[config.mk]
export PLATFORM = sky130hd
export DESIGN_NAME = sump_command_parser
export DESIGN_NICKNAME = d
export VERILOG_FILES = /design/src/hw/rtl/sumpcp_pkg.sv /design/src/hw/rtl/sump_command_parser.sv
export SDC_FILE = /design/constraint.sdc
export NUM_CORES = 1
export LEC_CHECK = 0
export ABC_CLOCK_PERIOD_IN_PS = 2420
export BUFFER_PORTS_ARGS = -buffer_cell sky130_fd_sc_hd__buf_2
export CORE_UTILIZATION = 40
export CTS_CLUSTER_SIZE = 20
export DETAILED_ROUTE_END_ITERATION = 12
export RECOVER_POWER = 25
export SYNTH_ARGS = -nofsm -noshare
export SYNTH_HDL_FRONTEND = slang
export SYNTH_SLANG_ARGS = --single-unit
export TNS_END_PERCENT = 100
[constraint.sdc]
create_clock -name clock -period 2.42 [get_ports clock]
set_clock_uncertainty 0.05 [all_clocks]
set_input_delay 0.484 -clock clock [delete_from_list [all_inputs] [get_ports clock]]
set_output_delay 0.484 -clock clock [all_outputs]
set_load 0.02 [all_outputs]
[src/hw/rtl/sumpcp_pkg.sv]
// Package for the SUMP command parser: command codes, event codes and
// trigger mode codes. No dependencies.
package sumpcp_pkg;

   // Short commands
   localparam logic [7:0] CMD_RESET    = 8'h00;
   localparam logic [7:0] CMD_RUN      = 8'h01;
   localparam logic [7:0] CMD_ID       = 8'h02;
   localparam logic [7:0] CMD_METADATA = 8'h04;

   // Long commands
   localparam logic [7:0] CMD_DIVIDER  = 8'h80;
   localparam logic [7:0] CMD_COUNTS   = 8'h81;
   localparam logic [7:0] CMD_FLAGS    = 8'h82;
   localparam logic [7:0] CMD_MASK     = 8'hC0;
   localparam logic [7:0] CMD_VALUE    = 8'hC1;
   localparam logic [7:0] CMD_TRIGGER  = 8'hC2;

   localparam int unsigned EVENT_WIDTH = 3;
   localparam int unsigned MODE_WIDTH  = 2;

   typedef logic [EVENT_WIDTH-1:0] event_type;
   typedef logic [MODE_WIDTH-1:0]  mode_type;

   localparam event_type EV_NONE     = 3'd0;
   localparam event_type EV_RESET    = 3'd1;
   localparam event_type EV_RUN      = 3'd2;
   localparam event_type EV_ID       = 3'd3;
   localparam event_type EV_METADATA = 3'd4;
   localparam event_type EV_CONFIG   = 3'd5;

   localparam mode_type MODE_NONE  = 2'd0;
   localparam mode_type MODE_EDGE  = 2'd1;
   localparam mode_type MODE_LEVEL = 2'd2;

   // Last argument byte index of a long command
   localparam logic [1:0] ARG_LAST = 2'd3;

endpackage

[src/hw/rtl/sump_command_parser.sv]
// SUMP command parser top level: byte stream in, event and settings out.
// Depends on sumpcp_pkg.

// Takes one host command byte per clock on the req_ stream and returns one
// result per byte on the rsp_ stream: an event code for that byte together
// with the capture settings as they stand after it. Throughput is one byte
// per cycle while results are taken. Each byte passes through the input
// register, then the decode into the settings register, which is also
// the result register. The input stalls only while both registers hold
// a byte and the result is not taken. A byte with bit 7
// set opens a long command whose four little-endian argument bytes follow;
// the command takes effect on the fourth. Short command 0x00 clears all
// settings. rsp_tdata fields, lowest bit first: event_res[2:0],
// divider[23:0], rd_total[18:0], post_total[18:0], flag_word[31:0],
// trig_mask[31:0], trig_value[31:0], trig_mode[1:0], 5 zero bits.
module sump_command_parser (
   input  logic         clock,
   input  logic         reset,
   input  logic         req_tvalid,
   output logic         req_tready,
   input  logic [7:0]   req_tdata,   // rx_byte[7:0]
   output logic         rsp_tvalid,
   input  logic         rsp_tready,
   output logic [167:0] rsp_tdata    // event_res, divider, rd_total, post_total,
                                     // flag_word, trig_mask, trig_value,
                                     // trig_mode, zero fill
);

   logic                   s1_valid_ff, s1_valid_in;
   logic [7:0]             s1_byte_ff;
   logic                   rsp_valid_ff, rsp_valid_in;
   logic                   out_free, s2_load;

   logic                   in_arg_ff, in_arg_in;
   logic [7:0]             pending_ff, pending_in;
   logic [1:0]             arg_count_ff, arg_count_in;
   logic [7:0]             arg_buf_ff [3];
   logic                   arg_wr;

   sumpcp_pkg::event_type  event_ff, event_in;
   logic [23:0]            divider_ff, divider_in;
   logic [18:0]            rd_total_ff, rd_total_in;
   logic [18:0]            post_total_ff, post_total_in;
   logic [31:0]            flags_ff, flags_in;
   logic [31:0]            mask_ff, mask_in;
   logic [31:0]            value_ff, value_in;
   sumpcp_pkg::mode_type   mode_ff, mode_in;

   logic [31:0]            arg;
   logic [16:0]            read_sum, delay_sum;

   assign out_free    = !rsp_valid_ff || rsp_tready;
   assign s2_load     = s1_valid_ff && out_free;
   assign req_tready  = !s1_valid_ff || out_free;
   assign s1_valid_in = (req_tvalid && req_tready) || (s1_valid_ff && !out_free);
   assign rsp_valid_in = s2_load || (rsp_valid_ff && !rsp_tready);

   assign arg       = {s1_byte_ff, arg_buf_ff[2], arg_buf_ff[1], arg_buf_ff[0]};
   assign read_sum  = {1'b0, arg[15:0]} + 17'd1;
   assign delay_sum = {1'b0, arg[31:16]} + 17'd1;

   always_comb begin
      in_arg_in      = in_arg_ff;
      pending_in     = pending_ff;
      arg_count_in   = arg_count_ff;
      arg_wr         = 1'b0;
      event_in       = sumpcp_pkg::EV_NONE;
      divider_in     = divider_ff;
      rd_total_in    = rd_total_ff;
      post_total_in  = post_total_ff;
      flags_in       = flags_ff;
      mask_in        = mask_ff;
      value_in       = value_ff;
      mode_in        = mode_ff;
      if (!in_arg_ff) begin
         if (s1_byte_ff[7]) begin
            pending_in   = s1_byte_ff;
            arg_count_in = 2'd0;
            in_arg_in    = 1'b1;
         end else begin
            unique case (s1_byte_ff)
               sumpcp_pkg::CMD_RESET: begin
                  event_in       = sumpcp_pkg::EV_RESET;
                  pending_in     = 8'd0;
                  arg_count_in   = 2'd0;
                  divider_in     = '0;
                  rd_total_in    = '0;
                  post_total_in  = '0;
                  flags_in       = '0;
                  mask_in        = '0;
                  value_in       = '0;
                  mode_in        = sumpcp_pkg::MODE_NONE;
               end
               sumpcp_pkg::CMD_RUN:      event_in = sumpcp_pkg::EV_RUN;
               sumpcp_pkg::CMD_ID:       event_in = sumpcp_pkg::EV_ID;
               sumpcp_pkg::CMD_METADATA: event_in = sumpcp_pkg::EV_METADATA;
               default:                  event_in = sumpcp_pkg::EV_NONE;
            endcase
         end
      end else if (arg_count_ff == sumpcp_pkg::ARG_LAST) begin
         in_arg_in    = 1'b0;
         arg_count_in = 2'd0;
         event_in     = sumpcp_pkg::EV_CONFIG;
         unique case (pending_ff)
            sumpcp_pkg::CMD_DIVIDER: divider_in = arg[23:0];
            sumpcp_pkg::CMD_COUNTS: begin
               rd_total_in   = {read_sum, 2'b00};
               post_total_in = {delay_sum, 2'b00};
            end
            sumpcp_pkg::CMD_FLAGS:   flags_in = arg;
            sumpcp_pkg::CMD_MASK:    mask_in  = arg;
            sumpcp_pkg::CMD_VALUE:   value_in = arg;
            sumpcp_pkg::CMD_TRIGGER:
               mode_in = arg[0] ? sumpcp_pkg::MODE_LEVEL : sumpcp_pkg::MODE_EDGE;
            default: event_in = sumpcp_pkg::EV_NONE;
         endcase
      end else begin
         arg_wr       = 1'b1;
         arg_count_in = arg_count_ff + 2'd1;
      end
   end

   always_ff @(posedge clock) begin
      if (reset) begin
         s1_valid_ff    <= 1'b0;
         rsp_valid_ff   <= 1'b0;
         in_arg_ff      <= 1'b0;
         pending_ff     <= 8'd0;
         arg_count_ff   <= 2'd0;
         event_ff       <= sumpcp_pkg::EV_NONE;
         divider_ff     <= '0;
         rd_total_ff    <= '0;
         post_total_ff  <= '0;
         flags_ff       <= '0;
         mask_ff        <= '0;
         value_ff       <= '0;
         mode_ff        <= sumpcp_pkg::MODE_NONE;
      end else begin
         s1_valid_ff  <= s1_valid_in;
         rsp_valid_ff <= rsp_valid_in;
         if (s2_load) begin
            in_arg_ff      <= in_arg_in;
            pending_ff     <= pending_in;
            arg_count_ff   <= arg_count_in;
            event_ff       <= event_in;
            divider_ff     <= divider_in;
            rd_total_ff    <= rd_total_in;
            post_total_ff  <= post_total_in;
            flags_ff       <= flags_in;
            mask_ff        <= mask_in;
            value_ff       <= value_in;
            mode_ff        <= mode_in;
         end
      end
   end

   always_ff @(posedge clock) begin
      if (req_tvalid && req_tready) begin
         s1_byte_ff <= req_tdata;
      end
      if (s2_load && arg_wr) begin
         arg_buf_ff[arg_count_ff] <= s1_byte_ff;
      end
   end

   assign rsp_tvalid = rsp_valid_ff;
   assign rsp_tdata  = {5'd0, mode_ff, value_ff, mask_ff, flags_ff,
                        post_total_ff, rd_total_ff, divider_ff, event_ff};

   // Checks
   a_count_only_in_arg: assert property (@(posedge clock) disable iff (reset)
      arg_count_ff != 2'd0 |-> in_arg_ff)
      else $error("argument count set outside an argument");

   a_reset_clears: assert property (@(posedge clock) disable iff (reset)
      rsp_valid_ff && event_ff == sumpcp_pkg::EV_RESET |->
         divider_ff == '0 && rd_total_ff == '0 && post_total_ff == '0 &&
         flags_ff == '0 && mask_ff == '0 && value_ff == '0 &&
         mode_ff == sumpcp_pkg::MODE_NONE && !in_arg_ff)
      else $error("reset command left settings behind");

   a_config_ends_arg: assert property (@(posedge clock) disable iff (reset)
      rsp_valid_ff && event_ff == sumpcp_pkg::EV_CONFIG |-> !in_arg_ff)
      else $error("config event while still collecting arguments");

   a_counts_aligned: assert property (@(posedge clock) disable iff (reset)
      rd_total_ff[1:0] == 2'b00 && post_total_ff[1:0] == 2'b00)
      else $error("sample counts not a multiple of four");

   a_output_holds: assert property (@(posedge clock) disable iff (reset)
      rsp_valid_ff && !rsp_tready |=> $stable(rsp_tdata))
      else $error("result changed while stalled");

endmodule
==> run_results.csv <==
group,metric,value,unit
clocking,path_clk_slew,60,ps
grt,grt_usage,0.190,
setup_path,arrival,2510,ps
synthesis,netlist_area,8300,um^2
die,dieArea,21300,um^2
sta,slew_headroom,0.464,
synthesis,async_reset_ff_frac,0,
grt,antenna_found_initial,0,
synthesis,ys_ff_latch,204,
clocking,cts_tree,"yes",
setup_path,crit_start,"arg_count_ff[0]$_SDFFE_PP0P_",
routing,vias_per_cell,4.99,
die,io_pins,182,
sta,period_share,0.883,
place,gp_congestion,0.786,
die,die_w,146,um
clocking,cts_buffers,23,
setup_path,r2r_slack,280,ps
synthesis,seq_area_frac_synth,0.531,
setup_path,reg2regPathDepth,7,
sta,post-route-min-period,2140,ps
sta,setup_viol,0,
cells_and_area,final_common_cell,"dfxtp_1",
flow_run,cap_viol_max_count,0,
setup_path,slowest_stage,"a221oi_4",
place,io_buffer_count,172,
clocking,cts-hold-fix-buffers,0,
routing,drc,0,
sta,worst_pin_slew,804,ps
clocking,htreeDepth,1,
power_and_ir_drop,power.leakage,4.25,nW
synthesis,ys_types,48,
synthesis,synth.avg_cell_area,10.6,um^2
place,dp.final_hpwl,14600,um
setup_path,cp-end-kind,"flop",
setup_path,path_buf_inv,1,
setup_path,required,2790,ps
clocking,cts_root_buf,"clkbuf_16",
grt,grt_pass1_vias,5800,
setup_path,crit_chain,"ha_1, or4b_1, nor2_1, a221oi_4, buf_4, nand2_1, o21ai_2",
routing,ant_nets,0,
die,num_rows,52,
sta,maxSlewViolCount,0,
routing,drt-initial-drc-count,346,
cells_and_area,finalNetCount,969,
power_and_ir_drop,p_per_area,686,nW/um^2
sta,rsz0062_at_grt,"false",
setup_path,path_delay_family,"compound AO/OA/AOI/OAI gates",
routing,firstDrtPassIters,5,
power_and_ir_drop,totalPowerFinal,6.93,mW
grt,grt_pass1_wl,32300,um
sta,finalHoldViolCount,0,
die,core_area,20300,um^2
synthesis,synth_cells,779,
routing,num_vias,6161,
cells_and_area,antennaDiodeCount,0,
die,initial_utilization,0.409,
sta,setup_tns,0,ps
grt,grt_overflow,0,
setup_path,worstReg2RegEnd,"rd_total_ff[16]$_SDFFE_PP0P_",
setup_path,path_max_fanout,18,
synthesis,synth-edff-count,32,
setup_path,r2r_start,"arg_count_ff[0]$_SDFFE_PP0P_",
outcome,status,"complete, no violations",
setup_path,cp-endpoint,"rd_total_ff[16]$_SDFFE_PP0P_",
setup_path,start_kind,"flop",
cells_and_area,final_util,0.497,
routing,totalWireLength,20900,um
routing,routedWlPerCell,16.9,um
power_and_ir_drop,max-vdd-ir-drop,0.456,mV
setup_path,cp_num_cells,7,
place,pre_cts_ws,118,ps
sta,setup_slack,284,ps
synthesis,synth_ff_type,"dfxtp_1",
grt,grt_max_degree,96,
clocking,cts_resized,0,
clocking,insertion_delay,490,ps
clocking,cts.sinks,204,
clocking,clk_path_buf_depth,3,
clocking,cts_setup_buffers,0,
setup_path,cpPeakStageDelay,730,ps
hold_path,hold_class,"in2reg",
sta,fmax,468,MHz
setup_path,crit_type,"reg2reg",
cells_and_area,area_delta_synth_final,21.7,%
cells_and_area,drive_gt1_frac,0.205,
cells_and_area,layout_common_cells,"172 x dfxtp_1, 115 x buf_2, 89 x nand3b_1, 74 x clkbuf_1, 67 x nand2b_1",
die,die_height,146,um
synthesis,ys_warn_count,0,
==> worst reg2reg max path, cell delays in order, from the launching register on <==
cell      delay (ps)
dfxtp_1          320
ha_1             230
or4b_1           210
nor2_1            70
a221oi_4         740
buf_4            310
nand2_1           90
o21ai_2           50
==> stage by stage <==
stage | hold WS [ps] | area (um^2) | instances
final | 115 | 10100 | 1235
after global routing | 92.7 | 10100 | 1235
after global placement | 385 | 9510 | 1196
after detailed placement | 392 | 9510 | 1196
after floorplan | 392 | 8330 | 787
after CTS | 93.6 | 10200 | 1235
==> logic make-up after synthesis <==
kind of cell | after synthesis | share of synthesized area
flip-flops | 204 | 0.531
adder cells (fa/ha/maj) | 6 | 0.00905
multiplexers | 66 | 0.0796
AND/OR/NAND/NOR | 288 | 0.216
AO/OA/AOI/OAI | 117 | 0.0914
XOR/XNOR | 29 | 0.0306
buffers and inverters | 68 | 0.0422
other | 1 | 0.000452
==> power breakdown <==
group | total, mW | internal, mW | switching, mW
Clock | 3.20 | 1.91 | 1.29
Sequential | 3.48 | 3.47 | 0.0170
Combinational | 0.247 | 0.0918 | 0.155
Total | 6.93 | 5.47 | 1.46
==> state kept, by name (all words and copies together), names as in the netlist, 17 cells and up <==
| name | count |
|---|---|
| rd_total_ff | 17 |
| arg_buf_ff | 24 |
| flags_ff | 32 |
| post_total_ff | 17 |
| divider_ff | 24 |
| value_ff | 32 |
| mask_ff | 32 |
==> cell type report <==
class	count	area, um^2
Multi-Input combinational cell	515	3600
Clock buffer	34	637
Clock inverter	5	50.0
Timing Repair Buffer	201	1040
Sequential cell	204	4400
Inverter	6	22.5
Fill cell	1937	10200
Tap cell	270	338
==> synth_stat cells (2+ instances only) <==
cell	number	area, um^2
a22oi_1	5	37.5
o21ai_2	21	184
nor3_1	14	70.1
nor4_2	2	25.0
nand3b_1	89	668
and4_1	2	17.5
nor4b_1	4	35.0
edfxtp_1	32	961
xor2_1	10	87.6
nand2b_1	67	419
a21oi_1	7	35.0
nor4_1	2	12.5
mux2i_1	66	661
and2_1	5	31.3
buf_4	16	120
buf_2	10	50.1
a22o_1	10	87.6
clkbuf_1	32	120
dfxtp_1	172	3440
nand3_1	14	70.1
nor3b_1	3	22.5
buf_6	3	33.8
a21o_1	2	15.0
xnor2_1	19	166
nand4_1	6	37.5
a21oi_2	2	17.5
inv_1	6	22.5
nor2b_1	2	12.5
a211oi_1	2	15.0
and3_1	8	50.1
o21ai_1	3	15.0
ha_1	6	75.1
o21ai_0	62	310
nand2_1	40	150
nor2_1	22	82.6
==> worst min-delay path by stage <==
stage	start	to	slack, ps	cells after the start
3_5_place_dp	rd_total_ff[17]$_SDFFE_PP0P_	rd_total_ff[17]$_SDFFE_PP0P_	390	2
6_report	req_tdata[6]	s1_byte_ff[6]$_DFFE_PP_	120	1
2_1_floorplan	pending_ff[7]$_SDFFE_PP0P_	pending_ff[7]$_SDFFE_PP0P_	390	1
5_1_grt	req_tdata[3]	s1_byte_ff[3]$_DFFE_PP_	90	1
3_3_place_gp	rd_total_ff[2]$_SDFFE_PP0P_	rd_total_ff[2]$_SDFFE_PP0P_	380	2
4_1_cts	req_tdata[3]	s1_byte_ff[3]$_DFFE_PP_	90	1
==> per-layer routing <==
layer,global-route usage,wire [um]
met1,0.250,9440
met2,0.321,9950
met3,0.0356,1010
met4,0.0505,456
met5,0,0
Note: power is estimated with default switching activity, not from simulation.
